File: src/rtl/tbp_pkg.sv
package tbp_pkg;

	localparam int HIST_BITS     = 14;
	localparam int SEL_PC_BITS   = 7;
	localparam int CHOOSER_BITS  = 10;
	localparam int SEL_HIST_BITS = (HIST_BITS > SEL_PC_BITS) ? (HIST_BITS - SEL_PC_BITS) : 0;
	localparam int CLR_BITS      = (HIST_BITS > CHOOSER_BITS) ? HIST_BITS : CHOOSER_BITS;

	localparam logic [31:0] SEL_PC_MASK   = 32'((64'd1 << SEL_PC_BITS) - 64'd1);
	localparam logic [31:0] SEL_HIST_MASK = 32'((64'd1 << SEL_HIST_BITS) - 64'd1);

	localparam logic [1:0] MODE_ALWAYS     = 2'd0;
	localparam logic [1:0] MODE_GSHARE     = 2'd1;
	localparam logic [1:0] MODE_GSELECT    = 2'd2;
	localparam logic [1:0] MODE_TOURNAMENT = 2'd3;

	localparam logic OP_PREDICT = 1'b0;
	localparam logic OP_UPDATE  = 1'b1;

	typedef logic [1:0]              ctr_t;
	typedef logic [HIST_BITS-1:0]    pht_idx_t;
	typedef logic [CHOOSER_BITS-1:0] cho_idx_t;

	localparam ctr_t CTR_INIT = 2'd2;

	typedef struct packed {
		logic     re;
		logic     we;
		pht_idx_t addr;
		ctr_t     wdata;
	} pht_req_t;

	typedef struct packed {
		logic     re;
		logic     we;
		cho_idx_t addr;
		ctr_t     wdata;
	} cho_req_t;

	typedef struct packed {
		logic valid;
		logic taken;
	} res_t;

	function automatic ctr_t ctr_train(input ctr_t c, input logic up);
		ctr_t r;
		r = c;
		if (up) begin
			if (c != 2'd3) r = c + 2'd1;
		end else begin
			if (c != 2'd0) r = c - 2'd1;
		end
		return r;
	endfunction

	function automatic pht_idx_t xor_slot(input logic [31:0] pc, input pht_idx_t hist);
		return pc[HIST_BITS-1:0] ^ hist;
	endfunction

	function automatic pht_idx_t concat_slot(input logic [31:0] pc, input pht_idx_t hist);
		logic [31:0] t;
		t = ((pc & SEL_PC_MASK) << SEL_HIST_BITS) | (32'(hist) & SEL_HIST_MASK);
		return t[HIST_BITS-1:0];
	endfunction

endpackage

File: src/rtl/tbp_engine.sv
module tbp_engine (
	input  logic                clk,
	input  logic                arst_n,
	input  logic                in_valid,
	output logic                in_stall,
	input  logic                op,
	input  logic [31:0]         branch_pc,
	input  logic                resolved_taken,
	input  logic                cfg_wr_en,
	input  logic [1:0]          cfg_wr_data,
	input  logic                out_busy,
	input  tbp_pkg::ctr_t       xor_rdata,
	input  tbp_pkg::ctr_t       cat_rdata,
	input  tbp_pkg::ctr_t       cho_rdata,
	output tbp_pkg::pht_req_t   xor_req,
	output tbp_pkg::pht_req_t   cat_req,
	output tbp_pkg::cho_req_t   cho_req,
	output tbp_pkg::res_t       res
);
	import tbp_pkg::*;

	localparam logic [1:0] ST_CLEAR = 2'd0;
	localparam logic [1:0] ST_IDLE  = 2'd1;
	localparam logic [1:0] ST_EXEC  = 2'd2;

	logic [1:0]          state_q;
	logic [CLR_BITS-1:0] clr_q;
	pht_idx_t            hist_q;
	logic [1:0]          mode_q;
	logic                last_x_q;
	logic                last_c_q;

	logic     op_s1;
	logic     taken_s1;
	pht_idx_t xor_idx_s1;
	pht_idx_t cat_idx_s1;
	cho_idx_t cho_idx_s1;

	logic     accept;
	pht_idx_t xor_idx;
	pht_idx_t cat_idx;
	logic     gx;
	logic     gc;
	logic     pick;
	logic     train_en;

	assign in_stall = (state_q != ST_IDLE) | out_busy;
	assign accept   = in_valid & ~in_stall;
	assign xor_idx  = xor_slot(branch_pc, hist_q);
	assign cat_idx  = concat_slot(branch_pc, hist_q);
	assign gx       = xor_rdata[1];
	assign gc       = cat_rdata[1];
	assign train_en = (op_s1 == OP_UPDATE) && (mode_q != MODE_ALWAYS);

	always_comb begin
		unique case (mode_q)
			MODE_GSHARE:     pick = gx;
			MODE_GSELECT:    pick = gc;
			MODE_TOURNAMENT: pick = cho_rdata[1] ? gc : gx;
			default:         pick = 1'b1;
		endcase
	end

	always_comb begin
		xor_req = '0;
		cat_req = '0;
		cho_req = '0;
		res     = '0;
		unique case (state_q)
			ST_CLEAR: begin
				xor_req.we    = 1'b1;
				xor_req.addr  = clr_q[HIST_BITS-1:0];
				xor_req.wdata = CTR_INIT;
				cat_req.we    = 1'b1;
				cat_req.addr  = clr_q[HIST_BITS-1:0];
				cat_req.wdata = CTR_INIT;
				cho_req.we    = 1'b1;
				cho_req.addr  = clr_q[CHOOSER_BITS-1:0];
				cho_req.wdata = CTR_INIT;
			end
			ST_IDLE: begin
				xor_req.re   = accept;
				xor_req.addr = xor_idx;
				cat_req.re   = accept;
				cat_req.addr = cat_idx;
				cho_req.re   = accept;
				cho_req.addr = branch_pc[CHOOSER_BITS-1:0];
			end
			ST_EXEC: begin
				xor_req.we    = train_en;
				xor_req.addr  = xor_idx_s1;
				xor_req.wdata = ctr_train(xor_rdata, taken_s1);
				cat_req.we    = train_en;
				cat_req.addr  = cat_idx_s1;
				cat_req.wdata = ctr_train(cat_rdata, taken_s1);
				// chooser moves only when the components disagreed
				cho_req.we    = train_en && (last_x_q != last_c_q);
				cho_req.addr  = cho_idx_s1;
				cho_req.wdata = ctr_train(cho_rdata, last_c_q == taken_s1);
				res.valid     = 1'b1;
				res.taken     = (op_s1 == OP_PREDICT) ? pick : 1'b0;
			end
			default: begin
			end
		endcase
	end

	always_ff @(posedge clk) begin
		if (accept) begin
			op_s1      <= op;
			taken_s1   <= resolved_taken;
			xor_idx_s1 <= xor_idx;
			cat_idx_s1 <= cat_idx;
			cho_idx_s1 <= branch_pc[CHOOSER_BITS-1:0];
		end
	end

	always_ff @(posedge clk or negedge arst_n) begin
		if (!arst_n) begin
			state_q  <= ST_CLEAR;
			clr_q    <= '0;
			hist_q   <= '0;
			mode_q   <= MODE_ALWAYS;
			last_x_q <= 1'b0;
			last_c_q <= 1'b0;
		end else begin
			if (cfg_wr_en) mode_q <= cfg_wr_data;
			unique case (state_q)
				ST_CLEAR: begin
					clr_q <= clr_q + 1'b1;
					if (&clr_q) state_q <= ST_IDLE;
				end
				ST_IDLE: begin
					if (accept) state_q <= ST_EXEC;
				end
				ST_EXEC: begin
					state_q <= ST_IDLE;
					if (op_s1 == OP_PREDICT) begin
						last_x_q <= gx;
						last_c_q <= gc;
					end else if (train_en) begin
						hist_q <= {hist_q[HIST_BITS-2:0], taken_s1};
					end
				end
				default: state_q <= ST_IDLE;
			endcase
		end
	end

endmodule

File: config.mk
export PLATFORM = sky130hd
export DESIGN_NAME = tbp_engine
export DESIGN_NICKNAME = d
export VERILOG_FILES = /design/src/rtl/tbp_pkg.sv /design/src/rtl/tbp_engine.sv
export SDC_FILE = /design/constraint.sdc
export NUM_CORES = 1
export LEC_CHECK = 0
export ABC_CLOCK_PERIOD_IN_PS = 3350
export BUFFER_PORTS_ARGS = -buffer_cell sky130_fd_sc_hd__buf_4
export CAP_MARGIN = 20
export CORE_ASPECT_RATIO = 0.9
export CORE_MARGIN = 8
export CORE_UTILIZATION = 56
export DETAILED_ROUTE_END_ITERATION = 16
export PLACE_DENSITY = 0.85
export SETUP_SLACK_MARGIN = 0.5
export SLEW_MARGIN = 15
export SYNTH_ARGS = -nofsm -noshare
export SYNTH_HDL_FRONTEND = slang
export SYNTH_SLANG_ARGS = --single-unit
File: constraint.sdc
create_clock -name clk -period 3.35 [get_ports clk]
set_input_delay 0.1675 -clock clk [delete_from_list [all_inputs] [get_ports clk]]
set_output_delay 0.1675 -clock clk [all_outputs]
set_load 0.02 [all_outputs]
==> results.py, run 1 <==
metrics = {
    "timing": {
        "setup_viol": 0,
        "clock_skew_ns": 0.00807,
        "holdWs_ns": 0.0233,
        "period_share_pct": 78.5,
        "worstMarginPinSlew_ns": 0.883,
        "rsz0062_at_grt": "false",
        "setup_ws_ns": 0.722,
        "hold_viol": 0,
        "fin_setup_tns_ns": 0,
        "slew_viol_final": 0,
        "fmax_ghz": 0.380,
        "period_minus_slack_ns": 2.63,
        "relSlewSlack_pct": 41.1,
    },
    "clock_network": {
        "cts_tree": "done",
        "clkTransAtPathRegs_ns": 0.08,
        "cts.path.max_buffers": 2,
        "cts_setup_buffers": 0,
        "clk_latency_ns": 0.34,
        "root_buffer": "clkbuf_8",
        "cts_max_level": 3,
        "cts_buffers": 9,
        "cts.sinks": 67,
    },
    "yosys": {
        "synth_warnings": 0,
        "synth_area_leader_cell": "edfxtp_1",
        "synth.distinct_cells": 37,
        "synth-xor-area-share_pct": 7.38,
        "yosys.area.top_type_share_pct": 28.8,
        "yosysSeqAreaShare_pct": 53.5,
        "syn-num-nets": 371,
        "synth.area.mux_share_pct": 6.98,
        "ys_top_cells_by_area": "edfxtp_1 29%, dfrtp_1 25%, a21oi_1 6.5%",
        "synth_top_family_by_area": "compound AO/OA/AOI/OAI gates",
        "ys_ff_latch": 67,
        "syn_area_per_cell_um2": 10.7,
        "synthAdderAreaFrac_pct": 0.654,
        "synth_compound_area_share_pct": 14.1,
        "synth_ff_type": "dfrtp_1",
        "synthTopCellsByCount": "45 x a21oi_1, 45 x nand2_1, 39 x o21ai_0, 34 x dfrtp_1, 33 x edfxtp_1",
        "syn_inst": 323,
        "ys_async_sr_fraction_pct": 50.7,
        "syn_area_um2": 3440,
        "yosys.area_share.simple_pct": 13.0,
        "synth_edf_count": 33,
    },
    "worst_setup_path": {
        "setup.worst_path.start": "state_q[1]$_DFFE_PN0P_",
        "crit_fanout": 32,
        "reg2regPathDepth": 3,
        "startpoint_type": "register",
        "r2r_start": "state_q[1]$_DFFE_PN0P_",
        "cp-end-kind": "output port",
        "required_ns": 3.18,
        "r2r_end": "xor_idx_s1[6]$_DFFE_PP_",
        "r2r_setup_slack_ns": 1.31,
        "arrival_ns": 2.46,
        "path_class": "register to output port",
    },
    "layout": {
        "n_antenna_cell": 0,
        "fin_nets": 448,
        "seqCellArea_um2": 1840,
        "area.growth.synth_to_final_pct": 25.2,
        "fill_cells": 418,
        "drive_gt1_share_pct": 30.1,
        "multi_input_area_um2": 1450,
        "final_area_um2": 4310,
    },
    "drt": {
        "wl_per_cell_um": 18.0,
        "wl_um": 8580,
        "drc": 0,
        "via_count": 2744,
        "drt_first_pass_iters": 5,
        "initialDrtViolationCount": 208,
        "ant_nets": 0,
        "via_per_inst": 5.75,
    },
    "hold_path": {
        "hold_start": "branch_pc[7]",
        "min_to": "cho_idx_s1[7]$_DFFE_PP_",
        "worstHoldPathCells": 1,
        "min_path_type": "input pin to register",
    },
    "global_route": {
        "antenna_found_initial": 0,
        "grt.met1_usage_pct": 24.3,
        "grt_usage_pct": 20.1,
        "grt_pass1_wl_um": 14400,
        "grt_pass1_vias": 2848,
        "grt_start_max_net_pins": 37,
        "met3_usage_pct": 5.32,
        "overflow": 0,
        "met2_usage_pct": 32.5,
        "top_usage_layer": "met2",
    },
    "die": {
        "io_pins": 100,
        "start_util_pct": 56.9,
        "fp.dieH_um": 90.4,
        "fp-row-count": 27,
        "coreArea_um2": 6050,
        "die_width_um": 98.6,
        "dieArea_um2": 8910,
    },
    "pwr": {
        "p_per_area_nw_per_um2": 798,
        "ir_worst_vdd_v": 0.000340,
        "power_leakage_nw": 1.86,
    },
    "run": {
        "maxCapViolCount": 0,
    },
    "placement": {
        "dp_slack_ns": 1.11,
        "place_area_um2": 4040,
        "hpwl_um": 6060,
        "gp_congestion": 0.823,
        "port_buffers": 81,
    },
    "status": {
        "status": "complete, no violations",
    },
}
-- worst max-delay path: stages (launching register included) --
cell and delay [ns]:
dfrtp_1 0.92, nand2b_4 0.19, inv_2 0.50, nand2_1 0.13
o21ai_0 0.16, buf_4 0.21
-- what timing repair did --
action | in CTS | in global routing
hold endpoints to repair | 36 | 0
resized for setup | 0 | 0
hold buffers | 3 | 0
-- flip-flops by register name, indices dropped and copies added (netlist names) --
name,count
clr_q,14
hist_q,14
xor_idx_s1,14
cat_idx_s1,13
cho_idx_s1,4
mode_q,2
state_q,2
last_c_q,1
last_x_q,1
op_s1,1
taken_s1,1
-- report_power, final --
group / switching, mW / total, mW / leakage [nW] / internal, mW
clock: 0.313 / 0.809 / 0.113 / 0.496
combinational: 0.868 / 1.47 / 0.992 / 0.601
sequential: 0.165 / 1.16 / 0.755 / 0.998
-- cells by family (layout without fill, tap and decap cells) --
logic type / count (synthesis) / count (layout)
AND/OR/NAND/NOR: 85 / 85
multiplexers: 18 / 18
adder cells (fa/ha/maj): 2 / 2
AO/OA/AOI/OAI: 94 / 94
flip-flops: 67 / 67
XOR/XNOR: 29 / 29
buffers and inverters: 28 / 110
-- cells in the final DEF (no fill, tap or decap), types with 4 or more instances in the layout --
master    count
clkbuf_8      9
edfxtp_1     33
nand2_1      45
a21oi_1      45
o21ai_0      39
inv_1         6
xor2_1       16
mux2_2        4
nand4_1       5
and3_1        5
buf_4        84
nor2_1        7
mux2_1        4
nor2b_1      13
o21ai_1       5
mux2_4       10
dfrtp_1      33
xnor2_1      13
-- area by class of cell --
cell class / instances / area share [%]
clock buffers: 10 / 2.96
multi-input cells: 228 / 33.6
clock inverters: 6 / 2.64
inverters: 7 / 0.610
flip-flops and latches: 67 / 42.8
well taps: 72 / 2.09
repair buffers: 87 / 15.3
-- per-layer routing --
layer | vias up | share of wire [%]
li1 | 1287 | -
met1 | 1336 | 42
met2 | 105 | 49
met3 | 16 | 6.5
met4 | 0 | 2.3
met5 | - | 0
-- metrics by stage --
stage,std cells,util [%],total power [mW]
after floorplan,323,-,2.07
after global placement,458,66.8,2.60
after detailed placement,458,66.8,2.64
after CTS,477,71.3,3.45
after global routing,477,71.3,3.62
final,477,71.3,3.44
-- worst max-delay path by stage --
stage / end / slack, ns
final: cat_req[6] / 0.72
after global routing: cho_req[3] / 0.52
after CTS: cat_req[6] / 0.72
after detailed placement: cat_req[6] / 1.11
after global placement: cat_req[6] / 1.19
after floorplan: cat_idx_s1[0]$_DFFE_PP_ / 1.35
(Power assumes the default switching activity.)
==> inputs of run 2 (changes only) <==
--- a/config.mk
+++ b/config.mk
@@ -5,14 +5,14 @@
 export SDC_FILE = /design/constraint.sdc
 export NUM_CORES = 1
 export LEC_CHECK = 0
-export ABC_CLOCK_PERIOD_IN_PS = 3350
+export ABC_CLOCK_PERIOD_IN_PS = 2300
 export BUFFER_PORTS_ARGS = -buffer_cell sky130_fd_sc_hd__buf_4
 export CAP_MARGIN = 20
 export CORE_ASPECT_RATIO = 0.9
 export CORE_MARGIN = 8
-export CORE_UTILIZATION = 56
+export CORE_UTILIZATION = 47
 export DETAILED_ROUTE_END_ITERATION = 16
-export PLACE_DENSITY = 0.85
+export PLACE_DENSITY = 0.76
 export SETUP_SLACK_MARGIN = 0.5
 export SLEW_MARGIN = 15
 export SYNTH_ARGS = -nofsm -noshare
==> constraint.sdc (replaced) <==
create_clock -name clk -period 2.3 [get_ports clk]
set_input_delay 0.115 -clock clk [delete_from_list [all_inputs] [get_ports clk]]
set_output_delay 0.115 -clock clk [all_outputs]
set_load 0.02 [all_outputs]
==> run 2 against run 1 <==
Against the previous run: non-clock buffer count up 17; wire length up 0.47%; flip-flop and latch count unchanged; clock skew down 0.0025 ns; worst setup slack worse by 0.14 ns; sequential power up 40%; highest routed layer unchanged.
==> results.py, run 2 (synthesized netlist as in run 1, its figures left out) <==
metrics = {
    "pwr": {
        "ir_worst_vdd_v": 0.000613,
        "power_leakage_nw": 1.95,
        "p_per_area_nw_per_um2": 1110,
    },
    "drt": {
        "wl_per_cell_um": 16.7,
        "via_per_inst": 5.27,
        "via_count": 2715,
        "drc": 0,
        "wl_um": 8620,
        "drt_first_pass_iters": 4,
        "ant_nets": 0,
        "initialDrtViolationCount": 151,
    },
    "layout": {
        "seqCellArea_um2": 1840,
        "area.growth.synth_to_final_pct": 33.6,
        "final_area_um2": 4600,
        "n_antenna_cell": 0,
        "fin_nets": 465,
        "reg_top3": "clr_q (14), hist_q (14), xor_idx_s1 (14)",
        "final_common_cell": "buf_4",
        "drive_gt1_share_pct": 34.1,
        "multi_input_area_um2": 1520,
        "fill_cells": 555,
        "layout_common_cells": "85 x buf_4, 45 x a21oi_1, 45 x nand2_1",
    },
    "global_route": {
        "overflow": 0,
        "grt_start_max_net_pins": 46,
        "grt_pass1_vias": 2727,
        "grt_pass1_wl_um": 14000,
        "grt_usage_pct": 16.9,
        "antenna_found_initial": 0,
    },
    "die": {
        "die_width_um": 106,
        "dieArea_um2": 10300,
        "io_pins": 100,
        "fp-row-count": 29,
        "coreArea_um2": 7080,
        "fp.dieH_um": 97.2,
        "start_util_pct": 48.6,
    },
    "worst_setup_path": {
        "crit_chain": "buf_4 -> nor2b_2 -> a21oi_1 -> o21ai_1 -> buf_4",
        "crit_path_max_incr_delay_ns": 0.43,
        "arrival_ns": 1.61,
        "cp-end-kind": "output port",
        "path_class": "register to output port",
        "path_buf_inv": 2,
        "required_ns": 2.18,
        "r2r_setup_slack_ns": 0.69,
        "crit_fanout": 18,
        "critPathMostFrequentCell": "buf_4",
        "crit_family": "flip-flops",
        "crit_path_top_delay_cell": "dfrtp_2",
        "startpoint_type": "register",
    },
    "timing": {
        "relSlewSlack_pct": 70.6,
        "rsz0062_at_grt": "true",
        "slew_viol_final": 0,
        "period_minus_slack_ns": 1.72,
        "fin_setup_tns_ns": 0,
        "fmax_ghz": 0.581,
        "clock_skew_ns": 0.00559,
        "worstMarginPinSlew_ns": 0.441,
        "hold_viol": 0,
        "period_share_pct": 74.9,
        "setup_viol": 0,
    },
    "clock_network": {
        "cts_buffers": 9,
        "clk_latency_ns": 0.35,
        "cts_tree": "done",
        "clkTransAtPathRegs_ns": 0.07,
        "cts_max_level": 3,
        "cts.sinks": 67,
        "root_buffer": "clkbuf_8",
        "cts.path.max_buffers": 2,
    },
    "hold_path": {
        "min_path_type": "input pin to register",
    },
    "status": {
        "status": "complete, no violations",
    },
    "placement": {
        "gp_congestion": 0.794,
        "hpwl_um": 5840,
        "port_buffers": 81,
        "place_area_um2": 4090,
    },
    "run": {
        "maxCapViolCount": 0,
    },
}
[run 2: cell count changes in the layout (fill, tap and decap cells not counted), sizes merged]
cell	before	now
clkinv	1	3
dlygate4sd3	3	16
bufinv	3	2
inv	7	6
buf	84	88
[run 2: area by class of cell]
class,instances,share of cell area (%)
timing repair buffer,104,18.5
clock buffer,10,2.99
clock inverter,6,1.93
sequential,67,40.1
tap,93,2.53
inverter,7,0.843
multi-input combinational,228,33.1
[run 2: final timing paths]
path,startpoint,endpoint,cells after the start
max,state_q[0]$_DFFE_PN0P_,cat_req[6],5
max in group asynchronous,arst_n,state_q[1]$_DFFE_PN0P_,2
max reg2reg,state_q[1]$_DFFE_PN0P_,clr_q[9]$_DFFE_PN0N_,5
min in group asynchronous,arst_n,hist_q[1]$_DFFE_PN0P_,2
min reg2reg,clr_q[13]$_DFFE_PN0N_,clr_q[13]$_DFFE_PN0N_,1
min,in_valid,state_q[1]$_DFFE_PN0P_,2
[run 2: where the power goes]
group / switching [mW] / total [mW] / internal [mW]
clock: 0.463 / 1.10 / 0.639
combinational: 1.41 / 2.39 / 0.988
sequential: 0.164 / 1.62 / 1.46
total: 2.03 / 5.12 / 3.08
[run 2: metrics by stage]
step | total power [mW] | utilization, % | std cells | worst slack (ns) | hold slack [ns]
global route | 5.42 | 65.0 | 515 | 0.459 | 0.0250
global placement | 3.84 | 57.8 | 480 | 0.611 | 0.0837
detailed placement | 3.88 | 57.8 | 480 | 0.593 | 0.0879
CTS | 5.05 | 63.9 | 513 | 0.483 | 0.0242
finish | 5.12 | 65.0 | 515 | 0.578 | 0.0377
floorplan | 3.01 | - | 323 | 0.647 | -0.181
[run 2: timing repair]
item                       4_1_cts  5_1_grt
gates resized for setup         18       28
hold endpoints to repair        48        0
pin swaps                        0        1
setup endpoints to repair       40       34
setup buffers                    1        2
hold buffers                    16        0
[run 2: per-layer routing]
layer / up-vias / wire length, um / global-route usage [%] / share of wire, %
met3: 11 / 594 / 4.71 / 6.9
met4: 0 / 148 / 6.92 / 1.7
met2: 91 / 4190 / 26.5 / 49
li1: 1319 / - / - / -
met5: - / 0 / 0 / 0
met1: 1294 / 3680 / 21.4 / 43
[run 2: worst reg2reg max path, stage by stage, from the launching register on]
cell	delay, ns
dfrtp_2	0.48
buf_6	0.24
nor2_4	0.21
and3_1	0.29
nand4_1	0.14
xnor2_1	0.15
==> inputs of run 3 (changes only) <==
--- a/config.mk
+++ b/config.mk
@@ -5,7 +5,7 @@
 export SDC_FILE = /design/constraint.sdc
 export NUM_CORES = 1
 export LEC_CHECK = 0
-export ABC_CLOCK_PERIOD_IN_PS = 2300
+export ABC_CLOCK_PERIOD_IN_PS = 1500
 export BUFFER_PORTS_ARGS = -buffer_cell sky130_fd_sc_hd__buf_4
 export CAP_MARGIN = 20
 export CORE_ASPECT_RATIO = 0.9
==> constraint.sdc (replaced) <==
create_clock -name clk -period 1.5 [get_ports clk]
set_input_delay 0.075 -clock clk [delete_from_list [all_inputs] [get_ports clk]]
set_output_delay 0.075 -clock clk [all_outputs]
set_load 0.02 [all_outputs]
==> run 3 against run 2 <==
Against the previous run: global-route usage up 7.3 points; sequential power up 60%; non-clock buffer count up 43; first-iteration DRC count up 110%; highest routed layer unchanged; hold slack worse by 0.025 ns; register-to-register slack worse by 0.87 ns; the run now ends with setup timing left; clock power up 78%; core utilization up 23 points; wire length up 69%.
==> results.py, run 3 (synthesized netlist as in run 1, its figures left out) <==
metrics = {
    "die": {
        "dieArea_um2": 10300,
        "fp-row-count": 29,
        "fp.dieH_um": 97.2,
        "die_width_um": 106,
        "coreArea_um2": 7080,
        "start_util_pct": 48.6,
        "io_pins": 100,
    },
    "hold_path": {
        "min_path_type": "input pin to register",
    },
    "layout": {
        "layout_common_cells": "55 x buf_4, 55 x buf_6, 33 x edfxtp_1",
        "reg_top3": "clr_q (14), hist_q (14), xor_idx_s1 (14)",
        "n_antenna_cell": 0,
        "drive_gt1_share_pct": 64.1,
        "area.growth.synth_to_final_pct": 80.2,
        "fill_cells": 274,
        "fin_nets": 508,
        "final_area_um2": 6200,
    },
    "worst_setup_path": {
        "startpoint_type": "register",
        "r2r_setup_slack_ns": -0.18,
        "crit_family": "flip-flops",
        "arrival_ns": 1.69,
        "crit_path_top_delay_cell": "dfrtp_2",
        "path_buf_inv": 3,
        "path_class": "register to output port",
        "required_ns": 1.42,
        "crit_path_max_incr_delay_ns": 0.48,
        "crit_fanout": 8,
        "cp-end-kind": "output port",
        "crit_chain": "nand2b_4 -> clkinv_8 -> buf_16 -> nand2_1 -> o21ai_2 -> buf_6",
    },
    "placement": {
        "port_buffers": 81,
        "gp_congestion": 0.777,
        "place_area_um2": 4640,
        "hpwl_um": 6460,
    },
    "timing": {
        "hold_viol": 0,
        "fmax_ghz": 0.565,
        "period_minus_slack_ns": 1.77,
        "rsz0062_at_grt": "true",
        "slew_viol_final": 0,
        "worstMarginPinSlew_ns": 0.462,
        "fin_setup_tns_ns": -14.24,
        "clock_skew_ns": 0.00870,
        "period_share_pct": 118,
        "setup_ws_ns": -0.269,
        "setup_viol": 112,
        "relSlewSlack_pct": 69.2,
    },
    "drt": {
        "drt_first_pass_iters": 4,
        "wl_um": 14600,
        "ant_nets": 0,
        "wl_per_cell_um": 26.1,
        "via_per_inst": 6.18,
        "drc": 0,
        "via_count": 3447,
        "initialDrtViolationCount": 323,
    },
    "global_route": {
        "grt_pass1_wl_um": 19200,
        "grt_usage_pct": 24.2,
        "grt_pass1_vias": 3386,
        "overflow": 0,
        "antenna_found_initial": 0,
        "grt_start_max_net_pins": 35,
    },
    "clock_network": {
        "cts_max_level": 3,
        "clkTransAtPathRegs_ns": 0.08,
        "root_buffer": "clkbuf_8",
        "cts_buffers": 9,
        "clk_latency_ns": 0.37,
        "cts.sinks": 67,
        "cts_tree": "done",
        "cts.path.max_buffers": 2,
    },
    "pwr": {
        "ir_worst_vdd_v": 0.00112,
        "power_leakage_nw": 2.63,
        "p_per_area_nw_per_um2": 1760,
    },
    "run": {
        "maxCapViolCount": 0,
    },
    "status": {
        "violations": "setup timing",
        "status": "finished with violations",
    },
}
## run 3: changes by cell type in the layout (fill, tap and decap cells not counted), moves of 13 or more
| cell | before | now |
|---|---|---|
| a21oi_1 | 45 | 19 |
| a21oi_2 | 0 | 20 |
| buf_4 | 85 | 55 |
| buf_6 | 1 | 55 |
| nand2_1 | 45 | 9 |
| nand2_2 | 0 | 14 |
| nand2_4 | 0 | 18 |
| o21ai_0 | 25 | 3 |
| o21ai_1 | 18 | 5 |
| o21ai_2 | 2 | 19 |
| o21ai_4 | 0 | 18 |
## run 3: area by class of cell
class	count	area (um2)	area share (%)
Inverter	7	38.8	0.626
Clock inverter	6	111	1.80
Tap cell	93	116	1.88
Timing Repair Buffer	147	1670	26.9
Sequential cell	67	1850	29.8
Clock buffer	10	138	2.22
Multi-Input combinational cell	228	2280	36.8
## run 3: worst paths after layout
check	start	endpoint	cells past startpoint
max in group asynchronous	arst_n	clr_q[7]$_DFFE_PN0N_	2
setup reg to reg	state_q[0]$_DFFE_PN0P_	clr_q[9]$_DFFE_PN0N_	6
min in group asynchronous	arst_n	last_x_q$_DFFE_PN0P_	2
hold / removal	xor_rdata[1]	last_x_q$_DFFE_PN0P_	2
setup / recovery	state_q[0]$_DFFE_PN0P_	cho_req[10]	6
hold reg to reg	clr_q[12]$_DFFE_PN0N_	clr_q[12]$_DFFE_PN0N_	1
## run 3: metrics by stage
| step | power (mW) | worst slack (ns) | std cells | hold WS [ns] | util [%] |
|---|---|---|---|---|---|
| 2_1_floorplan | 5.42 | 0.108 | 323 | -0.221 | - |
| 3_3_place_gp | 6.73 | 0.0608 | 493 | 0.0466 | 65.6 |
| 3_5_place_dp | 6.80 | 0.0176 | 493 | 0.0571 | 65.6 |
| 4_1_cts | 9.74 | -0.140 | 550 | 0.00715 | 81.5 |
| 5_1_grt | 11.2 | -0.311 | 558 | 0.00148 | 87.6 |
| 6_report | 10.9 | -0.269 | 558 | 0.0123 | 87.6 |
## run 3: repair_timing
action                                 in CTS  in global routing
endpoints found under the hold margin      50                  0
hold buffers                               18                  0
pin swaps                                  26                 21
gates cloned                                7                  3
setup endpoints to repair                 118                118
setup buffers                              16                  5
gates resized for setup                   107                 72
## run 3: worst reg2reg max path: cells and delay by family, from the launching register on
kind,cells,cell delay [ns]
simple gates,3,0.55
flops,1,0.48
xor+xnor,1,0.16
buf+inv,2,0.37
## run 3: power by group
group | switching (mW) | internal (mW)
Combinational | 3.35 | 2.99
Clock | 0.809 | 1.15
Sequential | 0.357 | 2.24
Total | 4.51 | 6.38
## run 3: metal layers
layer  vias up  part of all wire, %  global-route usage [%]
li1       1426                    -                       -
met1      1732                   37                    27.9
met2       240                   51                    41.5
met3        49                  8.8                    7.10
met4         0                  3.5                    8.22
met5         -                    0                       0
